$ cat config.mk
export PLATFORM = sky130hd
export DESIGN_NAME = linear_array_deque_unit_flat
export DESIGN_NICKNAME = d
export VERILOG_FILES = /design/src/lad_pkg.sv /design/src/lad_intf.sv /design/src/linear_array_deque_unit.sv /design/src/lad_ctrl.sv /design/src/lad_dp.sv /design/src/flat_wrapper.sv
export VERILOG_INCLUDE_DIRS = /design/src /design/src/src
export SDC_FILE = /design/constraint.sdc
export NUM_CORES = 2
export LEC_CHECK = 0
export BUFFER_PORTS_ARGS = -buffer_cell sky130_fd_sc_hd__buf_2
export CAP_MARGIN = 25
export CORE_MARGIN = 3
export CORE_UTILIZATION = 45
export CTS_CLUSTER_SIZE = 12
export DETAILED_ROUTE_END_ITERATION = 7
export GPL_TIMING_DRIVEN = 1
export SYNTH_ARGS = -nofsm -noshare
export SYNTH_HDL_FRONTEND = slang
export SYNTH_SLANG_ARGS = --single-unit
$ cat constraint.sdc
create_clock -name clk -period 8.25 [get_ports clk]
set_input_delay 1.65 -clock clk [delete_from_list [all_inputs] [get_ports clk]]
set_output_delay 1.65 -clock clk [all_outputs]
set_load 0.05 [all_outputs]
$ cat src/assert_macros.svh
// Assertion macros used by the top level of the deque unit.
`ifndef ASSERT_MACROS_SVH
`define ASSERT_MACROS_SVH

// The consequent must hold in the same cycle as the antecedent.
`define ASSERT_IMPLIES(label, clk, rst_n, ante, cons) \
	label: assert property (@(posedge clk) disable iff (!(rst_n)) (ante) |-> (cons)) \
		else $error("%m: same-cycle check failed");

// The consequent must hold in the cycle after the antecedent.
`define ASSERT_NEXT(label, clk, rst_n, ante, cons) \
	label: assert property (@(posedge clk) disable iff (!(rst_n)) (ante) |=> (cons)) \
		else $error("%m: next-cycle check failed");

`endif

$ cat src/lad_pkg.sv
// Package with the constants, codes and control types of the deque unit.
package lad_pkg;

	localparam int DEPTH  = 64;
	localparam int DATA_W = 32;
	localparam int ADDR_W = $clog2(DEPTH);
	// Marks are held biased by one, so they run from 0 to DEPTH.
	localparam int MARK_W = $clog2(DEPTH + 1);

	typedef enum logic [1:0] {
		OP_PUSH_REAR  = 2'd0,
		OP_PUSH_FRONT = 2'd1,
		OP_POP_FRONT  = 2'd2,
		OP_POP_REAR   = 2'd3
	} op_t;

	typedef enum logic [1:0] {
		STAT_DONE    = 2'd0,
		STAT_NO_ROOM = 2'd1,
		STAT_EMPTY   = 2'd2
	} status_t;

	typedef enum logic {
		S_IDLE   = 1'b0,
		S_FINISH = 1'b1
	} ctrl_state_t;

	typedef struct packed {
		logic start;
		logic load;
	} ctrl_cmd_t;

endpackage

$ cat src/lad_intf.sv
// Valid/ready channel interfaces for the request and response beats.
interface lad_in_if;
	logic                              valid;
	logic                              ready;
	logic [1:0]                        operation;
	logic signed [lad_pkg::DATA_W-1:0] value;

	modport source (output valid, output operation, output value, input ready);
	modport sink   (input valid, input operation, input value, output ready);
endinterface

interface lad_out_if;
	logic                              valid;
	logic                              ready;
	logic [1:0]                        status;
	logic signed [lad_pkg::DATA_W-1:0] popped_value;
	logic                              is_empty;
	logic                              is_full;

	modport source (output valid, output status, output popped_value,
		output is_empty, output is_full, input ready);
	modport sink   (input valid, input status, input popped_value,
		input is_empty, input is_full, output ready);
endinterface

$ cat src/linear_array_deque_unit.sv
// Top level of the linear-array deque unit: controller, datapath and checks.
//
// A deque of lad_pkg::DEPTH 32-bit slots in a non-wrapping array. Each request
// beat pushes or pops at either end and yields exactly one response beat with a
// status, the popped value (zero unless a pop succeeds), and the empty and full
// flags after the step. In the accept cycle the marks move and the slot memory is
// written or read; then, once the output register is free or being taken, the
// registered read data enters the output register. One request is in flight at a
// time, so a new request is not taken until the last one has entered the output
// register. A new request is taken while a response still waits in the output
// register. Slot contents are not cleared at reset; pops only ever read slots
// that an earlier push wrote.
module linear_array_deque_unit (
	input  logic       clk,
	input  logic       arst_n,
	lad_in_if.sink     req,
	lad_out_if.source  rsp
);
	import lad_pkg::*;

	`include "assert_macros.svh"

	ctrl_cmd_t cmd;

	lad_ctrl u_ctrl (
		.clk       (clk),
		.arst_n    (arst_n),
		.req_valid (req.valid),
		.req_ready (req.ready),
		.rsp_valid (rsp.valid),
		.rsp_ready (rsp.ready),
		.cmd       (cmd)
	);

	lad_dp u_dp (
		.clk          (clk),
		.arst_n       (arst_n),
		.cmd          (cmd),
		.operation    (req.operation),
		.value        (req.value),
		.status       (rsp.status),
		.popped_value (rsp.popped_value),
		.is_empty     (rsp.is_empty),
		.is_full      (rsp.is_full)
	);

	`ASSERT_NEXT(a_one_in_flight, clk, arst_n, req.valid && req.ready, !req.ready)
	`ASSERT_NEXT(a_load_gives_valid, clk, arst_n, cmd.load, rsp.valid)
	`ASSERT_IMPLIES(a_no_start_on_load, clk, arst_n, cmd.load, !cmd.start)
	`ASSERT_IMPLIES(a_full_not_empty, clk, arst_n, rsp.valid && rsp.is_full, !rsp.is_empty)

endmodule

$ cat src/lad_ctrl.sv
// Controller state machine: sequences one request beat into one response beat.
module lad_ctrl (
	input  logic               clk,
	input  logic               arst_n,
	input  logic               req_valid,
	output logic               req_ready,
	output logic               rsp_valid,
	input  logic               rsp_ready,
	output lad_pkg::ctrl_cmd_t cmd
);
	import lad_pkg::*;

	ctrl_state_t state_q, state_d;
	logic        out_valid_q, out_valid_d;

	always_ff @(posedge clk or negedge arst_n) begin
		if (!arst_n) begin
			state_q     <= S_IDLE;
			out_valid_q <= 1'b0;
		end else begin
			state_q     <= state_d;
			out_valid_q <= out_valid_d;
		end
	end

	always_comb begin
		state_d     = state_q;
		req_ready   = 1'b0;
		cmd.start   = 1'b0;
		cmd.load    = 1'b0;
		unique case (state_q)
			S_IDLE: begin
				req_ready = 1'b1;
				cmd.start = req_valid;
				if (req_valid) begin
					state_d = S_FINISH;
				end
			end
			S_FINISH: begin
				// The result may enter the output register once it is free or being taken.
				cmd.load = !out_valid_q || rsp_ready;
				if (cmd.load) begin
					state_d = S_IDLE;
				end
			end
		endcase
		if (cmd.load) begin
			out_valid_d = 1'b1;
		end else if (rsp_ready) begin
			out_valid_d = 1'b0;
		end else begin
			out_valid_d = out_valid_q;
		end
	end

	assign rsp_valid = out_valid_q;

endmodule

$ cat src/lad_dp.sv
// Datapath: front and rear marks, slot memory and the response register.
module lad_dp (
	input  logic                              clk,
	input  logic                              arst_n,
	input  lad_pkg::ctrl_cmd_t                cmd,
	input  logic [1:0]                        operation,
	input  logic signed [lad_pkg::DATA_W-1:0] value,
	output logic [1:0]                        status,
	output logic signed [lad_pkg::DATA_W-1:0] popped_value,
	output logic                              is_empty,
	output logic                              is_full
);
	import lad_pkg::*;

	logic [DATA_W-1:0] mem [DEPTH];

	// front_q is the front mark plus one, rear_q the rear mark plus one.
	logic [MARK_W-1:0] front_q, rear_q, front_d, rear_d;
	logic [MARK_W-1:0] front_dec, rear_dec;
	status_t           stat_q, stat_d;
	logic              pop_ok_q, pop_ok_d;
	logic              wr_en;
	logic [ADDR_W-1:0] wr_addr, rd_addr;
	logic [DATA_W-1:0] rdata_q;

	logic [1:0]        out_status_q;
	logic [DATA_W-1:0] out_value_q;
	logic              out_empty_q, out_full_q;

	assign front_dec = front_q - MARK_W'(1);
	assign rear_dec  = rear_q - MARK_W'(1);

	always_comb begin
		front_d  = front_q;
		rear_d   = rear_q;
		stat_d   = STAT_DONE;
		pop_ok_d = 1'b0;
		wr_en    = 1'b0;
		wr_addr  = rear_q[ADDR_W-1:0];
		rd_addr  = front_q[ADDR_W-1:0];
		unique case (op_t'(operation))
			OP_PUSH_REAR: begin
				if (rear_q == MARK_W'(DEPTH)) begin
					stat_d = STAT_NO_ROOM;
				end else begin
					wr_en   = 1'b1;
					wr_addr = rear_q[ADDR_W-1:0];
					rear_d  = rear_q + MARK_W'(1);
				end
			end
			OP_PUSH_FRONT: begin
				if (front_q == '0) begin
					stat_d = STAT_NO_ROOM;
				end else begin
					wr_en   = 1'b1;
					wr_addr = front_dec[ADDR_W-1:0];
					front_d = front_dec;
				end
			end
			OP_POP_FRONT: begin
				if (front_q == rear_q) begin
					stat_d = STAT_EMPTY;
				end else begin
					pop_ok_d = 1'b1;
					rd_addr  = front_q[ADDR_W-1:0];
					front_d  = front_q + MARK_W'(1);
				end
			end
			OP_POP_REAR: begin
				if (front_q == rear_q) begin
					stat_d = STAT_EMPTY;
				end else begin
					pop_ok_d = 1'b1;
					rd_addr  = rear_dec[ADDR_W-1:0];
					rear_d   = rear_dec;
				end
			end
		endcase
	end

	always_ff @(posedge clk or negedge arst_n) begin
		if (!arst_n) begin
			front_q  <= '0;
			rear_q   <= '0;
			stat_q   <= STAT_DONE;
			pop_ok_q <= 1'b0;
		end else if (cmd.start) begin
			front_q  <= front_d;
			rear_q   <= rear_d;
			stat_q   <= stat_d;
			pop_ok_q <= pop_ok_d;
		end
	end

	always_ff @(posedge clk) begin
		if (cmd.start && wr_en) begin
			mem[wr_addr] <= value;
		end
		if (cmd.start) begin
			rdata_q <= mem[rd_addr];
		end
	end

	// The marks have already moved, so the flags reflect the state after the step.
	always_ff @(posedge clk) begin
		if (cmd.load) begin
			out_status_q <= stat_q;
			out_value_q  <= pop_ok_q ? rdata_q : '0;
			out_empty_q  <= (front_q == rear_q);
			out_full_q   <= (front_q == '0) && (rear_q == MARK_W'(DEPTH));
		end
	end

	assign status       = out_status_q;
	assign popped_value = out_value_q;
	assign is_empty     = out_empty_q;
	assign is_full      = out_full_q;

endmodule
$ cat src/flat_wrapper.sv
// flat-port wrapper written by rule: the top's interface ports become plain ports
module linear_array_deque_unit_flat import lad_pkg::*;
  (clk, arst_n, req_valid, req_operation, req_value, req_ready, rsp_valid, rsp_status, rsp_popped_value, rsp_is_empty, rsp_is_full, rsp_ready);
  lad_in_if req_i ();
  lad_out_if rsp_i ();
  input  logic clk;
  input  logic arst_n;
  input wire logic [$bits(req_i.valid)-1:0] req_valid;
  input wire logic [$bits(req_i.operation)-1:0] req_operation;
  input wire logic [$bits(req_i.value)-1:0] req_value;
  output wire logic [$bits(req_i.ready)-1:0] req_ready;
  output wire logic [$bits(rsp_i.valid)-1:0] rsp_valid;
  output wire logic [$bits(rsp_i.status)-1:0] rsp_status;
  output wire logic [$bits(rsp_i.popped_value)-1:0] rsp_popped_value;
  output wire logic [$bits(rsp_i.is_empty)-1:0] rsp_is_empty;
  output wire logic [$bits(rsp_i.is_full)-1:0] rsp_is_full;
  input wire logic [$bits(rsp_i.ready)-1:0] rsp_ready;
  assign req_i.valid = req_valid;
  assign req_i.operation = req_operation;
  assign req_i.value = req_value;
  assign req_ready = req_i.ready;
  assign rsp_valid = rsp_i.valid;
  assign rsp_status = rsp_i.status;
  assign rsp_popped_value = rsp_i.popped_value;
  assign rsp_is_empty = rsp_i.is_empty;
  assign rsp_is_full = rsp_i.is_full;
  assign rsp_i.ready = rsp_ready;
  linear_array_deque_unit u_core (.clk(clk), .arst_n(arst_n), .req(req_i), .rsp(rsp_i));
endmodule
After elaboration in Yosys (flattened, before gate mapping)
Memory sizes are Yosys's and may differ from the RTL's. A register that Yosys moved wholly into a read port is not among the register bits.
Cells that the tools add are included.
{ "totals": {"regBits": 55, "mem_bits_rw": 2048, "elab_cells": 66, "mem_count": 1} }
{ "op_classes": {"add_sub_neg": 4, "eq_ne": 9, "n_mux": 29, "n_bitwise": 1, "n_reduce_logical": 12} }
{ "mem_list": {"columns": ["name", "depth", "width", "rd", "rd_ports_with_merged_regs", "wr", "line_no", "rtl"], "rows": [
  ["u_core.u_dp.mem", 64, 32, 1, 1, 1, "lad_dp.sv:15", "logic [DATA_W-1:0] mem [DEPTH];"]
]} }
{ "op_table": {"columns": ["op", "n"], "rows": [
  ["$mux W7", 4],
  ["$pmux W7 S2", 2],
  ["$mux W6", 4],
  ["$mux W1", 15],
  ["$add A7 B1 Y7 const B", 2],
  ["$sub A7 B1 Y7 const B", 2],
  ["$ne A2 B2 Y1 const B", 4],
  ["$reduce_and A4 Y1", 2],
  ["$eq A7 B7 Y1", 1],
  ["$eq A7 B7 Y1 const B", 1],
  ["$logic_not A7 Y1", 1],
  ["$pmux W2 S3", 1],
  ["$reduce_bool A2 Y1", 3],
  ["$eq A2 B2 Y1 const B", 2],
  ["$pmux W1 S2", 2],
  ["$eq A2 B1 Y1 const B", 1],
  ["$logic_and A1 B1 Y1", 2],
  ["$logic_not A2 Y1", 1],
  ["$mux W2", 1],
  ["$reduce_or A2 Y1", 1],
  ["$logic_not A1 Y1", 1],
  ["$logic_or A1 B1 Y1", 1],
  ["$not A1 Y1", 1]
]} }

Depth between registers and ports, before layout
{ "logic_depth": {"depth_word": 6, "mapped_depth": 16, "depth_no_buf": 11} }

By module
Synthesis repeated with hierarchy kept, for this count alone.
{ "unflattened": {"cells_unflattened": 5858, "hier_area_um2": 84740.0} }
{ "modules_own_cells": {"columns": ["mod", "instances", "cells_each", "area_each_um2", "seq_area_each_um2"], "rows": [
  ["lad_dp", 1, 5849, 84638.7, 63966.3],
  ["lad_ctrl", 1, 9, 101.3, 50.0]
]} }

Worst setup path after synthesis
No wires, ideal clock.
{ "synth_path": {"kind": "input to register", "start": "in req_operation[1]", "end": "mem u_core.u_dp.mem[40][0] (enable)", "setup_time_ns": 0.421, "arrival_ns": 4.626, "t_required_ns": 7.829, "slack_ns": 3.203, "path_stages": 7, "n_path_buf": 2, "path_cell_list": "buf_2 nor3b_1 clkbuf_1 nor2_1 a21oi_1 nand2_1 nor2_1"} }
{ "synth_between": {"elab_chain_len": 5} }
{ "synth_lines": {"columns": ["element", "line_no", "rtl"], "rows": [
  ["start: declaration", "flat_wrapper.sv:9", "input wire logic [$bits(req_i.operation)-1:0] req_operation;"],
  ["$eq A2 B1 Y1 / $logic_not A2 Y1 (equally long branches)", "lad_dp.sv:41", "unique case (op_t'(operation))"],
  ["$pmux W1 S2", "lad_dp.sv:41", null],
  ["$logic_and A1 B1 Y1", "lad_dp.sv:96", "if (cmd.start && wr_en) begin"],
  ["$mux W1", "lad_dp.sv:96", null],
  ["$mux W1 (not written as such)", "lad_dp.sv:97", "mem[wr_addr] <= value;"],
  ["end: declaration", "lad_dp.sv:15", null]
]} }
Several ways; a longest one is shown, not always the timed one.

Worst setup path after layout
{ "layout_path": {"start": "in req_operation[1]", "end": "reg u_core.u_dp.rdata_q[2], read port of u_core.u_dp.mem (data pin)"} }
{ "layout_between": {"elab_chain_len": 2} }
{ "layout_lines": {"columns": ["element", "line_no", "rtl"], "rows": [
  ["$eq A2 B2 Y1", "lad_dp.sv:41", null],
  ["$mux W6", null, null],
  ["end: declaration", "lad_dp.sv:24", "logic [DATA_W-1:0] rdata_q;"]
]} }
No other way between the ends.
A chain may end at the register's enable or synchronous reset.

==> metrics.txt <==
area of the multi-input gates=19130 um2; Primary FF master, synth=edfxtp_1; nets=5780; worst hold slack=479.2 ps; clk sinks=2135; Die H=439.1 um; layout cells sized above 1=0.1160; Post-DP HPWL=137200 um; CTS Buf Count=211; Crit Path Class=input pin to register; worst hold-check path type=register to register; crit path capture type=register; Clock Latency Late Sink=840 ps; Post-Synth Simple-Gate Area=0.08587; vias=51.92k; CTS Hold Buffers Added=0; gr ovfl total=0; Max stage delay on crit path=850 ps; Clock Path Buffers=3; Root Buffer=clkbuf_16; overall power=32.44 mW; setup repair after global routing missed its margin=false; CP most frequent cell=buf_4; overall routing resource usage=0.2579; Max Fclk=171.6 MHz; post-route setup TNS=0 ps; initial drt markers=6667; WL final=253300 um; wire length per cell=30.30 um; Post-Syn Instances=5666; initial core utilization=0.4537; status=finished clean; Setup crit start kind=input pin; drt first pass iters=6; CTS tree=done; Final ANT Viol Nets=0; Final min period=5826 ps; worst hold path startpoint=u_core.u_ctrl.state_q$_DFF_PN0_; Leak=31.28 nW; post-CTS setup buffer count=0; CP Max Fanout=59; Rows=158; drt drc=0; Pins Over Slew Limit=0; largest net degree at the start of global routing=139; xor/xnor share of the synthesized area=0.003187; Critical Path Slowest Stage Cell=and2_4; first-pass GRT wire length=360000 um; PD cells=342.8 nW/um2; Syn Std Cell Area=84410 um2; reg2reg start=u_core.u_dp.front_q[3]$_DFFE_PN0P_; # setup viols final=0; number of synthesized flops with an enable pin=2116; Max Clock Skew=48.35 ps; maximum vdd ir drop=0.4208 mV; Die ar.=192800 um2; Max-cap violations=0; post-synth cell types=65; DIE WIDTH=439.1 um; largest family of logic cells by synthesized area=compound AO/OA/AOI/OAI gates; number of synthesized register bits=2135; GPL Wtd Cong=0.8629; post-synthesis sequential area ratio=0.7584; Area Growth Syn to Fin=12.13%; core area=186000 um2; Post-Layout Cell Count=8358; Avg Cell Area, Syn=14.90 um2; worst path arrival time=6420 ps; htree depth=4; filler cell count=15.34k; multiplexer share of the synthesized area=0.02765; initial antenna violation count=12; Port Buffers=75; Seq. cell area=64020 um2; Post-Synth Adder-Cell Area=0.0008894; Resize count post-CTS=0; period utilization=0.7062; crit path cell chain=buf_2 -> nand2_1 -> nor2_1 -> o21ai_4 -> buf_4 -> and2_4 -> buf_12 -> buf_4 -> mux2i_1 -> a221oi_1 -> o31ai_1 -> o32ai_1 -> and3_1; max_slew headroom=0.2821; I/O pin count=76; drt via density=6.212; Synth Area in Compound Gates=0.1017; placed cells=7999; Worst Tran Pin Value=1067 ps; YS warnings=0; vias in the first global route=48.70k; Critical path origin=req_operation[1]; Post-Syn Nets=5710; Post-synth ARST share=0.008899; final hold vios=0; Worst Path Required=8850 ps; Clk pin slew, worst setup/hold paths=60 ps
through the flow:
step | util | setup WS, ps | area, um2
floorplan | - | 3203 | 84410
global placement | 0.4741 | 1472 | 88200
detailed placement | 0.4752 | 1706 | 88400
CTS | 0.5083 | 2575 | 94550
global route | 0.5087 | 2413 | 94630
finish | 0.5088 | 2424 | 94640
flip-flops by register name, indices dropped and copies added (netlist names):
register and cells:
u_core.u_dp.is_empty 1, u_core.u_ctrl.state_q 1, u_core.u_dp.is_full 1, u_core.u_dp.front_q 7, u_core.u_dp.pop_ok_q 1, u_core.u_dp.popped_value 32
u_core.u_ctrl.rsp_valid 1, u_core.u_dp.stat_q 2, u_core.u_dp.status 2, u_core.u_dp.rear_q 7, u_core.u_dp.rdata_q 32, u_core.u_dp.mem 2048
worst max-delay path, delay by kind of cell:
kind / cells / cell delay, ps
compound gates: 4 / 1090
buf+inv: 4 / 1590
mux: 1 / 230
simple gates: 4 / 1750
cell usage after synthesis (all sizes together), types with 18 or more instances:
master  count  share of area
nand2    1079          0.048
a31oi     181          0.013
mux2       67         0.0089
a22oi      48         0.0043
mux2i     157          0.019
and3      304          0.023
clkbuf    186         0.0083
a32oi     117          0.012
and2       37         0.0027
a22o       25         0.0026
nand3      54         0.0033
a221oi     72         0.0075
a211o      18         0.0019
nor2      115         0.0051
a21oi     272          0.016
a211oi    278          0.025
o21ai      37         0.0023
o22ai      20         0.0015
a311oi     89         0.0092
dfrtp      19         0.0056
buf       222          0.014
edfxtp   2116           0.75
path summary, 6_finish.rpt:
check / depth (start not counted) / endpoint / slack [ps]
min: 2 / u_core.u_ctrl.rsp_valid$_DFFE_PN0P_ / 480
max reg2reg: 12 / u_core.u_dp.rdata_q[2]$_DFFE_PP_ / 2650
min in group asynchronous: 1 / u_core.u_ctrl.rsp_valid$_DFFE_PN0P_ / 790
min reg2reg: 2 / u_core.u_ctrl.rsp_valid$_DFFE_PN0P_ / 480
max: 13 / u_core.u_dp.rdata_q[2]$_DFFE_PP_ / 2420
max in group asynchronous: 1 / u_core.u_dp.pop_ok_q$_DFFE_PN0P_ / 7060
cell usage in the layout (no fill, tap or decap), types with 89 or more instances in the layout:
cell type,instances
mux2i_1,155
a21oi_1,271
nand2_1,1077
a32oi_1,117
a311oi_1,89
a31oi_1,181
a211oi_1,278
clkbuf_16,216
buf_4,157
edfxtp_1,2116
and3_1,304
where the power goes:
group	switching (mW)	internal, mW
combinational	7.76	3.27
sequential	0.256	12.3
clock	3.94	4.90
total	12.0	20.5
kinds of logic after synthesis:
logic type / after synthesis
adder cells (fa/ha/maj): 6
flip-flops: 2135
AO/OA/AOI/OAI: 1214
XOR/XNOR: 29
buffers and inverters: 414
multiplexers: 224
AND/OR/NAND/NOR: 1644
final cells by class:
type                       count  area share
antenna                        5   0.0001322
clock buffer                 295     0.06067
clock inverter                55    0.004376
inverter                       6   0.0002380
multi-input combinational   3117      0.2021
sequential                  2135      0.6764
tap                         2480     0.03279
timing repair buffer         265     0.02332
layer usage:
layer  track usage  up-vias  wire (um)
met2        0.3954     2702     116400
met4       0.08812        2       8464
met1        0.3759    26610     105200
met3       0.04131      405      23250
li1              -    22200          -
met5             0        -          9
Note: power is estimated with default switching activity, not from simulation.
